<file path="src/rtl/tfcc_pkg.sv">
// ----------------------------------------------------------------------------
// tfcc_pkg
// Types, constants and the CRC-8 byte update for the temperature frame check.
// ----------------------------------------------------------------------------
package tfcc_pkg;

	// Frame byte position; zero is never entered and acts as idle
	typedef enum logic [1:0] {
		POS_LOW_HELD  = 2'd1,
		POS_BOTH_HELD = 2'd2,
		POS_IDLE      = 2'd3
	} pos_t;

	// Reflected Maxim CRC-8 feedback constant
	localparam logic [7:0] CRC_FEEDBACK = 8'h18;
	localparam logic [7:0] CRC_TOP_BIT  = 8'h80;
	localparam logic [7:0] CRC_INIT     = 8'h00;

	// 25 degrees in 9.8 fixed point
	localparam logic [16:0] OFFSET_Q8 = 17'd6400;

	// One frame result
	typedef struct packed {
		logic               crc_ok;
		logic signed [15:0] raw_reading;
		logic signed [16:0] celsius_q8;
	} result_t;

	// Control status from the frame tracker
	typedef struct packed {
		logic emit;
		pos_t pos;
	} frame_status_t;

	// Eight unrolled bit steps of the reflected CRC-8
	function automatic logic [7:0] crc_byte(input logic [7:0] acc_in, input logic [7:0] data_in);
		logic [7:0] acc;
		logic [7:0] data;
		acc  = acc_in;
		data = data_in;
		for (int k = 0; k < 8; k++) begin
			if ((acc[0] ^ data[0]) == 1'b1) begin
				acc = ((acc ^ CRC_FEEDBACK) >> 1) | CRC_TOP_BIT;
			end else begin
				acc = acc >> 1;
			end
			data = data >> 1;
		end
		return acc;
	endfunction

endpackage

</file>
<file path="src/rtl/tfcc_frame_ctrl.sv">
// ----------------------------------------------------------------------------
// tfcc_frame_ctrl
// Tracks the byte position of a frame, runs the CRC over the data bytes and
// forms the result when the CRC byte arrives.
// ----------------------------------------------------------------------------
module tfcc_frame_ctrl (
	input  logic                    clk,
	input  logic                    arst_n,
	input  logic [7:0]              byte_value,
	input  logic                    frame_first,
	input  logic                    step,
	output tfcc_pkg::frame_status_t status,
	output tfcc_pkg::result_t       result
);
	import tfcc_pkg::*;

	pos_t       pos_q;
	pos_t       pos_d;
	logic [7:0] crc_q;
	logic [7:0] low_q;
	logic [7:0] high_q;
	logic [7:0] crc_seed;
	logic [7:0] crc_next;
	logic [15:0] raw;

	// CRC restarts from zero on a first byte
	assign crc_seed = frame_first ? CRC_INIT : crc_q;
	assign crc_next = crc_byte(crc_seed, byte_value);

	// Next position
	always_comb begin
		if (frame_first) begin
			pos_d = POS_LOW_HELD;
		end else begin
			unique case (pos_q)
				POS_LOW_HELD:  pos_d = POS_BOTH_HELD;
				POS_BOTH_HELD: pos_d = POS_IDLE;
				default:       pos_d = POS_IDLE;
			endcase
		end
	end

	// Frame state registers
	always_ff @(posedge clk or negedge arst_n) begin
		if (!arst_n) begin
			pos_q  <= POS_IDLE;
			crc_q  <= CRC_INIT;
			low_q  <= 8'd0;
			high_q <= 8'd0;
		end else if (step) begin
			pos_q <= pos_d;
			if (frame_first) begin
				low_q <= byte_value;
				crc_q <= crc_next;
			end else if (pos_q == POS_LOW_HELD) begin
				high_q <= byte_value;
				crc_q  <= crc_next;
			end
		end
	end

	// Result for the CRC byte
	assign raw                = {high_q, low_q};
	assign status.emit        = !frame_first && (pos_q == POS_BOTH_HELD);
	assign status.pos         = pos_q;
	assign result.crc_ok      = (crc_q == byte_value);
	assign result.raw_reading = raw;
	assign result.celsius_q8  = {raw[15], raw} + OFFSET_Q8;

endmodule

</file>
<file path="src/rtl/temperature_frame_crc_check_unit.sv">
// ----------------------------------------------------------------------------
// temperature_frame_crc_check_unit
// Checks three-byte sensor temperature frames against their CRC-8 and gives
// the raw reading and the temperature in signed 9.8 fixed-point degrees Celsius.
// ----------------------------------------------------------------------------
// A CRC byte passes the input register, then the result register, to m_tvalid.
// Throughput: one byte per cycle, set by the CRC byte update in the frame tracker;
// a result holds in the output register until taken, and a CRC byte waits meanwhile.
// Reset: arst_n clears the stage valids and returns the tracker to idle,
// waiting for a byte marked first.
// ----------------------------------------------------------------------------
module temperature_frame_crc_check_unit (
	input  logic        clk,
	input  logic        arst_n,
	input  logic        s_tvalid,
	output logic        s_tready,
	input  logic [7:0]  s_tdata,  // [7:0] byte_value
	input  logic        s_tuser,  // [0] frame_first
	output logic        m_tvalid,
	input  logic        m_tready,
	output logic [39:0] m_tdata,  // [15:0] raw_reading, [32:16] celsius_q8, rest zero
	output logic        m_tuser   // [0] crc_ok
);
	import tfcc_pkg::*;

	logic          v_s1;
	logic [7:0]    byte_s1;
	logic          first_s1;
	logic          out_free;
	logic          adv_s1;
	logic          load_out;
	frame_status_t status;
	result_t       result;
	result_t       out_q;

	tfcc_frame_ctrl u_frame_ctrl (
		.clk        (clk),
		.arst_n     (arst_n),
		.byte_value (byte_s1),
		.frame_first(first_s1),
		.step       (adv_s1),
		.status     (status),
		.result     (result)
	);

	// Handshake: a byte without a result never waits on the output side
	assign out_free = !m_tvalid || m_tready;
	assign adv_s1   = v_s1 && (out_free || !status.emit);
	assign load_out = adv_s1 && status.emit;
	assign s_tready = !v_s1 || adv_s1;

	// Input register
	always_ff @(posedge clk or negedge arst_n) begin
		if (!arst_n) begin
			v_s1 <= 1'b0;
		end else if (s_tready) begin
			v_s1 <= s_tvalid;
		end
	end

	always_ff @(posedge clk) begin
		if (s_tvalid && s_tready) begin
			byte_s1  <= s_tdata;
			first_s1 <= s_tuser;
		end
	end

	// Result register
	always_ff @(posedge clk or negedge arst_n) begin
		if (!arst_n) begin
			m_tvalid <= 1'b0;
		end else if (out_free) begin
			m_tvalid <= load_out;
		end
	end

	always_ff @(posedge clk) begin
		if (load_out) begin
			out_q <= result;
		end
	end

	assign m_tuser = out_q.crc_ok;
	assign m_tdata = {7'd0, out_q.celsius_q8, out_q.raw_reading};

	// A result is never loaded over one still waiting
	a_load_free: assert property (@(posedge clk) disable iff (!arst_n)
		load_out |-> out_free)
		else $error("result loaded while output occupied");

	// An empty input stage always takes a transfer
	a_ready_empty: assert property (@(posedge clk) disable iff (!arst_n)
		!v_s1 |-> s_tready)
		else $error("input stalled with empty stage");

	// After a result the tracker is idle
	a_idle_after: assert property (@(posedge clk) disable iff (!arst_n)
		load_out |=> (status.pos == POS_IDLE))
		else $error("tracker not idle after result");

	// Celsius field is the extended reading plus the offset
	a_celsius: assert property (@(posedge clk) disable iff (!arst_n)
		m_tvalid |-> (m_tdata[32:16] == ({m_tdata[15], m_tdata[15:0]} + OFFSET_Q8)))
		else $error("celsius field inconsistent with reading");

endmodule

</file>
<file path="config.mk">
export PLATFORM = sky130hd
export DESIGN_NAME = temperature_frame_crc_check_unit
export DESIGN_NICKNAME = d
export VERILOG_FILES = /design/src/rtl/tfcc_pkg.sv /design/src/rtl/tfcc_frame_ctrl.sv /design/src/rtl/temperature_frame_crc_check_unit.sv
export SDC_FILE = /design/constraint.sdc
export NUM_CORES = 1
export LEC_CHECK = 0
export ABC_AREA = 1
export BUFFER_PORTS_ARGS = -buffer_cell sky130_fd_sc_hd__buf_2
export CAP_MARGIN = 20
export CORE_AREA = 2 2 104 86
export CTS_CLUSTER_SIZE = 10
export DETAILED_ROUTE_END_ITERATION = 8
export DIE_AREA = 0 0 106 88
export PLACE_DENSITY = 0.66
export SLEW_MARGIN = 20
export SYNTH_ARGS = -nofsm -noshare
export SYNTH_HDL_FRONTEND = slang
export SYNTH_HIERARCHICAL = 1
export SYNTH_SLANG_ARGS = --single-unit
</file>
<file path="constraint.sdc">
create_clock -name clk -period 3.35 [get_ports clk]
set_input_delay 0.67 -clock clk [delete_from_list [all_inputs] [get_ports clk]]
set_output_delay 0.67 -clock clk [all_outputs]
set_load 0.02 [all_outputs]
</file>
## After elaboration in Yosys (flattened, before gate mapping)

Cells that the tools add are included.

- Logic and storage cells: 60
- Bits of input ports: 13
- Register bits after elaboration: 71
- Output and inout port bits: 43

- Reductions and logical operators: 15
- Muxes and demuxes: 13
- Equality and inequality tests: 3
- Add/sub/neg operators: 1
- Bitwise operators: 17

Operators with widths:

| operator | number |
|---|---|
| $mux 8 | 11 |
| $add 16x14->17 const B | 1 |
| $not 2->2 | 8 |
| $eq 8x8->1 | 1 |
| $xor 1x1->1 | 8 |
| $logic_and 1x1->1 | 4 |
| $logic_not 1->1 | 4 |
| $reduce_and 2->1 | 2 |
| $logic_or 1x1->1 | 3 |
| $reduce_and 3->1 | 1 |
| $eq 2x1->1 const B | 1 |
| $eq 2x2->1 const B | 1 |
| $mux 2 | 1 |
| $reduce_bool 2->1 | 1 |
| $mux 1 | 1 |
| $not 1->1 | 1 |

## Logic depth before layout (Yosys ltp)

- Depth after elaboration: 19
- Mapped depth: 17

## By module

The synthesis kept the hierarchy.

By module, submodules not included:

| module | area each (um^2) | instances | cells an instance | sequential area each (um^2) |
|---|---|---|---|---|
| tfcc_frame_ctrl | 1,765.4 | 1 | 245 | 653.1 |
| temperature_frame_crc_check_unit | 1,460.2 | 1 | 66 | 1,341.3 |

## Worst setup path after synthesis

OpenSTA, ideal clock, no wires.

- Path type: register to register
- Start: register u_frame_ctrl.pos_q[1]
- End: register out_q, in the netlist m_tdata[0], enable pin
- Library setup time: 0.437 ns
- Clock period less this slack: 2.970 ns
- Path slack: 0.380 ns
- Buffers on the path: 0
- Arrival time: 2.534 ns
- Stages on the path, launching flop included: 5
- Path through: dfstp_2 -> nand2_1 -> nor2_1 -> nand2_2 -> a21oi_1

RTL lines:

| element | line | text |
|---|---|---|
| start, declared | tfcc_frame_ctrl.sv:17 | `pos_t pos_q;` |
| start signal, assigned | tfcc_frame_ctrl.sv:51 | `pos_q <= pos_d;` |
| end signal, assigned | temperature_frame_crc_check_unit.sv:79 | `out_q <= result;` |
| end, declared | temperature_frame_crc_check_unit.sv:34 | `result_t out_q;` |

==> results.toml <==
[status]
status = "finished, final reports clean"

[floorplanning]
rows = 30
die_w_um = 106
core_mm2 = 0.008295
dieArea_mm2 = 0.009328
ios = 56
chipHeight_um = 88
start_util_pct = 38.88

[routing]
drt-initial-drc-count = 127
ant_nets = 0
routed_wl_um = 5721
post-route-drc-count = 0
drtPass1Iterations = 4
num_vias = 2134
routed_via_density = 4.483
avgRoutedWirePerCell_um = 12.02

[logic_synthesis]
synth_seq_cells = 71
synthCells = 311
synth_top_cell_area_share_pct = 40.03
syn_area_mm2 = 0.003226
ys_warn_count = 6
ys_seq_area_share_pct = 61.83
synth.avg_cell_area_um2 = 10.37
synth_top_cell_by_area = "edfxtp_1"
ys_types = 33
synth_area_leaders = "edfxtp_1 40%, dfrtp_1 20%, nand2_1 9.0%"

[sta]
tightest_slew_ps = 884.9
fin_hold_ws_ps = 337.1
finalCritPeriodShare_pct = 66.56
fin_skew_ps = 8.011
drv_slew = 0
max_freq_mhz = 448.5
finalHoldViolations = 0
setup-violations-final = 0
layout_min_cycle_time_ps = 2230
rsz0062_at_grt = "false"
maxSlewHeadroom_pct = 40.79
fin_tns_setup_ps = 0

[global_route]
grt_max_degree = 35
grtUsageTotal_pct = 13.63
grt_use_met2_pct = 22.05
grt-ovfl-total = 0
use_met3_pct = 5.208
grt_pass1_wl_um = 9549
grt_pass1_vias = 2001
antenna_found_initial = 0
met1_usage_pct = 16.75
grt_most_used_layer = "met2"

[setup_path]
cp_slowest_cell = "edfxtp_1"
critPathArrivalTime_ps = 1560
reg2reg_depth = 7
required_ps = 2680
critPathKind = "flip-flop to primary output"
path_max_fanout = 9
end_kind = "primary output"
startpoint = "first_s1$_DFFE_PP_"
r2r_setup_slack_ps = 1190
startpoint_type = "flip-flop"
r2r_end = "u_frame_ctrl/high_q[3]$_DFFE_PN0P_"
slowest_delay_ps = 580
r2r_start = "first_s1$_DFFE_PP_"
worstPathCellList = "nor2_1 > nand4_2 > buf_2"

[placement]
port_buffers = 48
gp_congestion = 0.8857
dp_hpwl_um = 4252

[finish]
diodes = 0
drive_gt1_share_pct = 24.73
area_growth_pct = 15.17
fin_nets = 373

[power]
p_total_mw = 2.429
p_seq_share_pct = 48.2
intPower_mw = 1.638
clockPowerShare_pct = 27.3
p_switching_uw = 790.3
p_comb_share_pct = 24.6
power_leakage_nw = 1.672
p_sw_share_pct = 32.54
ir_worst_vdd_v = 0.0002461
power.density_mw_per_mm2 = 653.7

[clock_network]
cts_num_sinks = 71
h-tree-depth = 3
clk_pin_slew_worst_paths_ps = 80
cts_resized = 0
holdBufCountCts = 0
post-cts-setup-buffer-count = 0
cts-buffers-inserted = 9
cts_buffer_depth = 2
clock_latency_ps = 340
cts-root-buf = "clkbuf_8"
cts_tree = "yes"

[min_path]
min_path_type = "input pin to asynchronous set/reset pin"

[flow_run]
maxCapViolCount = 0
==> per-stage QoR <==
step,utilization (%),setup WS (ps),cells,area (um2)
after floorplan,-,379.8,317,3248
after global placement,42.41,1250,460,3518
after detailed placement,42.41,1172,460,3518
after CTS,44.78,1091,476,3715
after global routing,44.78,910.2,476,3715
final,44.78,1120,476,3715
==> cell usage after synthesis <==
| library cell | count |
|---|---|
| o21a_1 | 1 |
| o21ai_0 | 20 |
| inv_1 | 33 |
| conb_1 | 1 |
| nor2_2 | 2 |
| nand3_2 | 2 |
| o21bai_1 | 1 |
| nand3_1 | 25 |
| xnor3_1 | 1 |
| nand4_1 | 1 |
| buf_6 | 1 |
| o21ai_1 | 1 |
| inv_2 | 2 |
| clkbuf_1 | 2 |
| a21oi_1 | 5 |
| nand2_4 | 1 |
| buf_2 | 1 |
| xnor2_1 | 4 |
| ha_1 | 1 |
| nand3b_1 | 1 |
| nand4_2 | 1 |
| dfrtp_1 | 26 |
| nor3_1 | 1 |
| dfstp_2 | 2 |
| nor2_1 | 16 |
| nand2_1 | 77 |
| xor2_2 | 2 |
| edfxtp_1 | 43 |
| inv_6 | 1 |
| nor4_1 | 1 |
| buf_4 | 15 |
| nand2_2 | 11 |
| xor2_1 | 9 |
==> power by group through the flow <==
stage / logic, mW / registers, mW / clock network [mW]
floorplan: 0.488 / 1.17 / 0
global placement: 0.575 / 1.19 / 0
detailed placement: 0.594 / 1.19 / 0
CTS: 0.598 / 1.17 / 0.683
global route: 0.684 / 1.19 / 0.728
finish: 0.597 / 1.17 / 0.662
==> flip-flops by register name, summed over array words and instances (netlist names) <==
register             flops
u_frame_ctrl/pos_q       2
m_tuser                  1
u_frame_ctrl/high_q      8
byte_s1                  8
u_frame_ctrl/low_q       8
m_tvalid                 1
v_s1                     1
first_s1                 1
m_tdata                 33
u_frame_ctrl/crc_q       8
==> worst max-delay path by stage <==
stage / end / slack [ps] / cells after the start
final: s_tready / 1120 / 3
after global routing: u_frame_ctrl/high_q[2]$_DFFE_PN0P_ / 910 / 8
after CTS: s_tready / 1090 / 3
after detailed placement: u_frame_ctrl/high_q[4]$_DFFE_PN0P_ / 1170 / 8
after global placement: u_frame_ctrl/crc_q[0]$_DFFE_PN0P_ / 1250 / 11
after floorplan: m_tdata[0]$_DFFE_PP_ / 380 / 4
==> routing by layer <==
layer  routed length (um)  vias to the layer above
met4                   62                        0
met5                    0                        -
met2                 2603                       53
met1                 2747                      983
li1                     -                     1091
met3                  307                        7
==> placed cells by master (no fill, tap or decap), drive strengths merged <==
cell type	instances
nand2	89
buf	50
edfxtp	43
inv	37
nand3	27
dfrtp	26
o21ai	21
nor2	18
xor2	11
clkbuf	10
conb	7
a21oi	5
xnor2	4
clkinv	3
dfstp	2
nand4	2
bufinv	1
clkinvlp	1
nor3	1
nor4	1
o21a	1
nand3b	1
o21bai	1
xnor3	1
ha	1
==> cells by family (layout without fill, tap and decap cells) <==
family          count (synthesis)  count (layout)  share of synthesized area, %
xor+xnor                       16              16                         5.237
fa+ha+maj                       1               1                        0.3878
flops                          71              71                         61.83
other cells                     1               7                        0.1163
buf+inv                        55             102                         8.573
simple gates                  139             139                         19.36
compound gates                 28              28                         4.500
==> worst max-delay path, delay by kind of cell (launching register included) <==
| family | cells | cell delay, ps |
|---|---|---|
| buf+inv | 1 | 180 |
| flops | 1 | 580 |
| simple gates | 2 | 460 |
==> cell type report <==
| type | count | area, um2 |
|---|---|---|
| Fill cell | 814 | 4581 |
| Sequential cell | 71 | 1994 |
| Multi-Input combinational cell | 191 | 988.4 |
| Clock buffer | 10 | 127.6 |
| Clock inverter | 6 | 68.82 |
| Inverter | 36 | 140.1 |
| Timing Repair Buffer | 50 | 255.2 |
| Tap cell | 112 | 140.1 |
(Power assumes the default switching activity.)
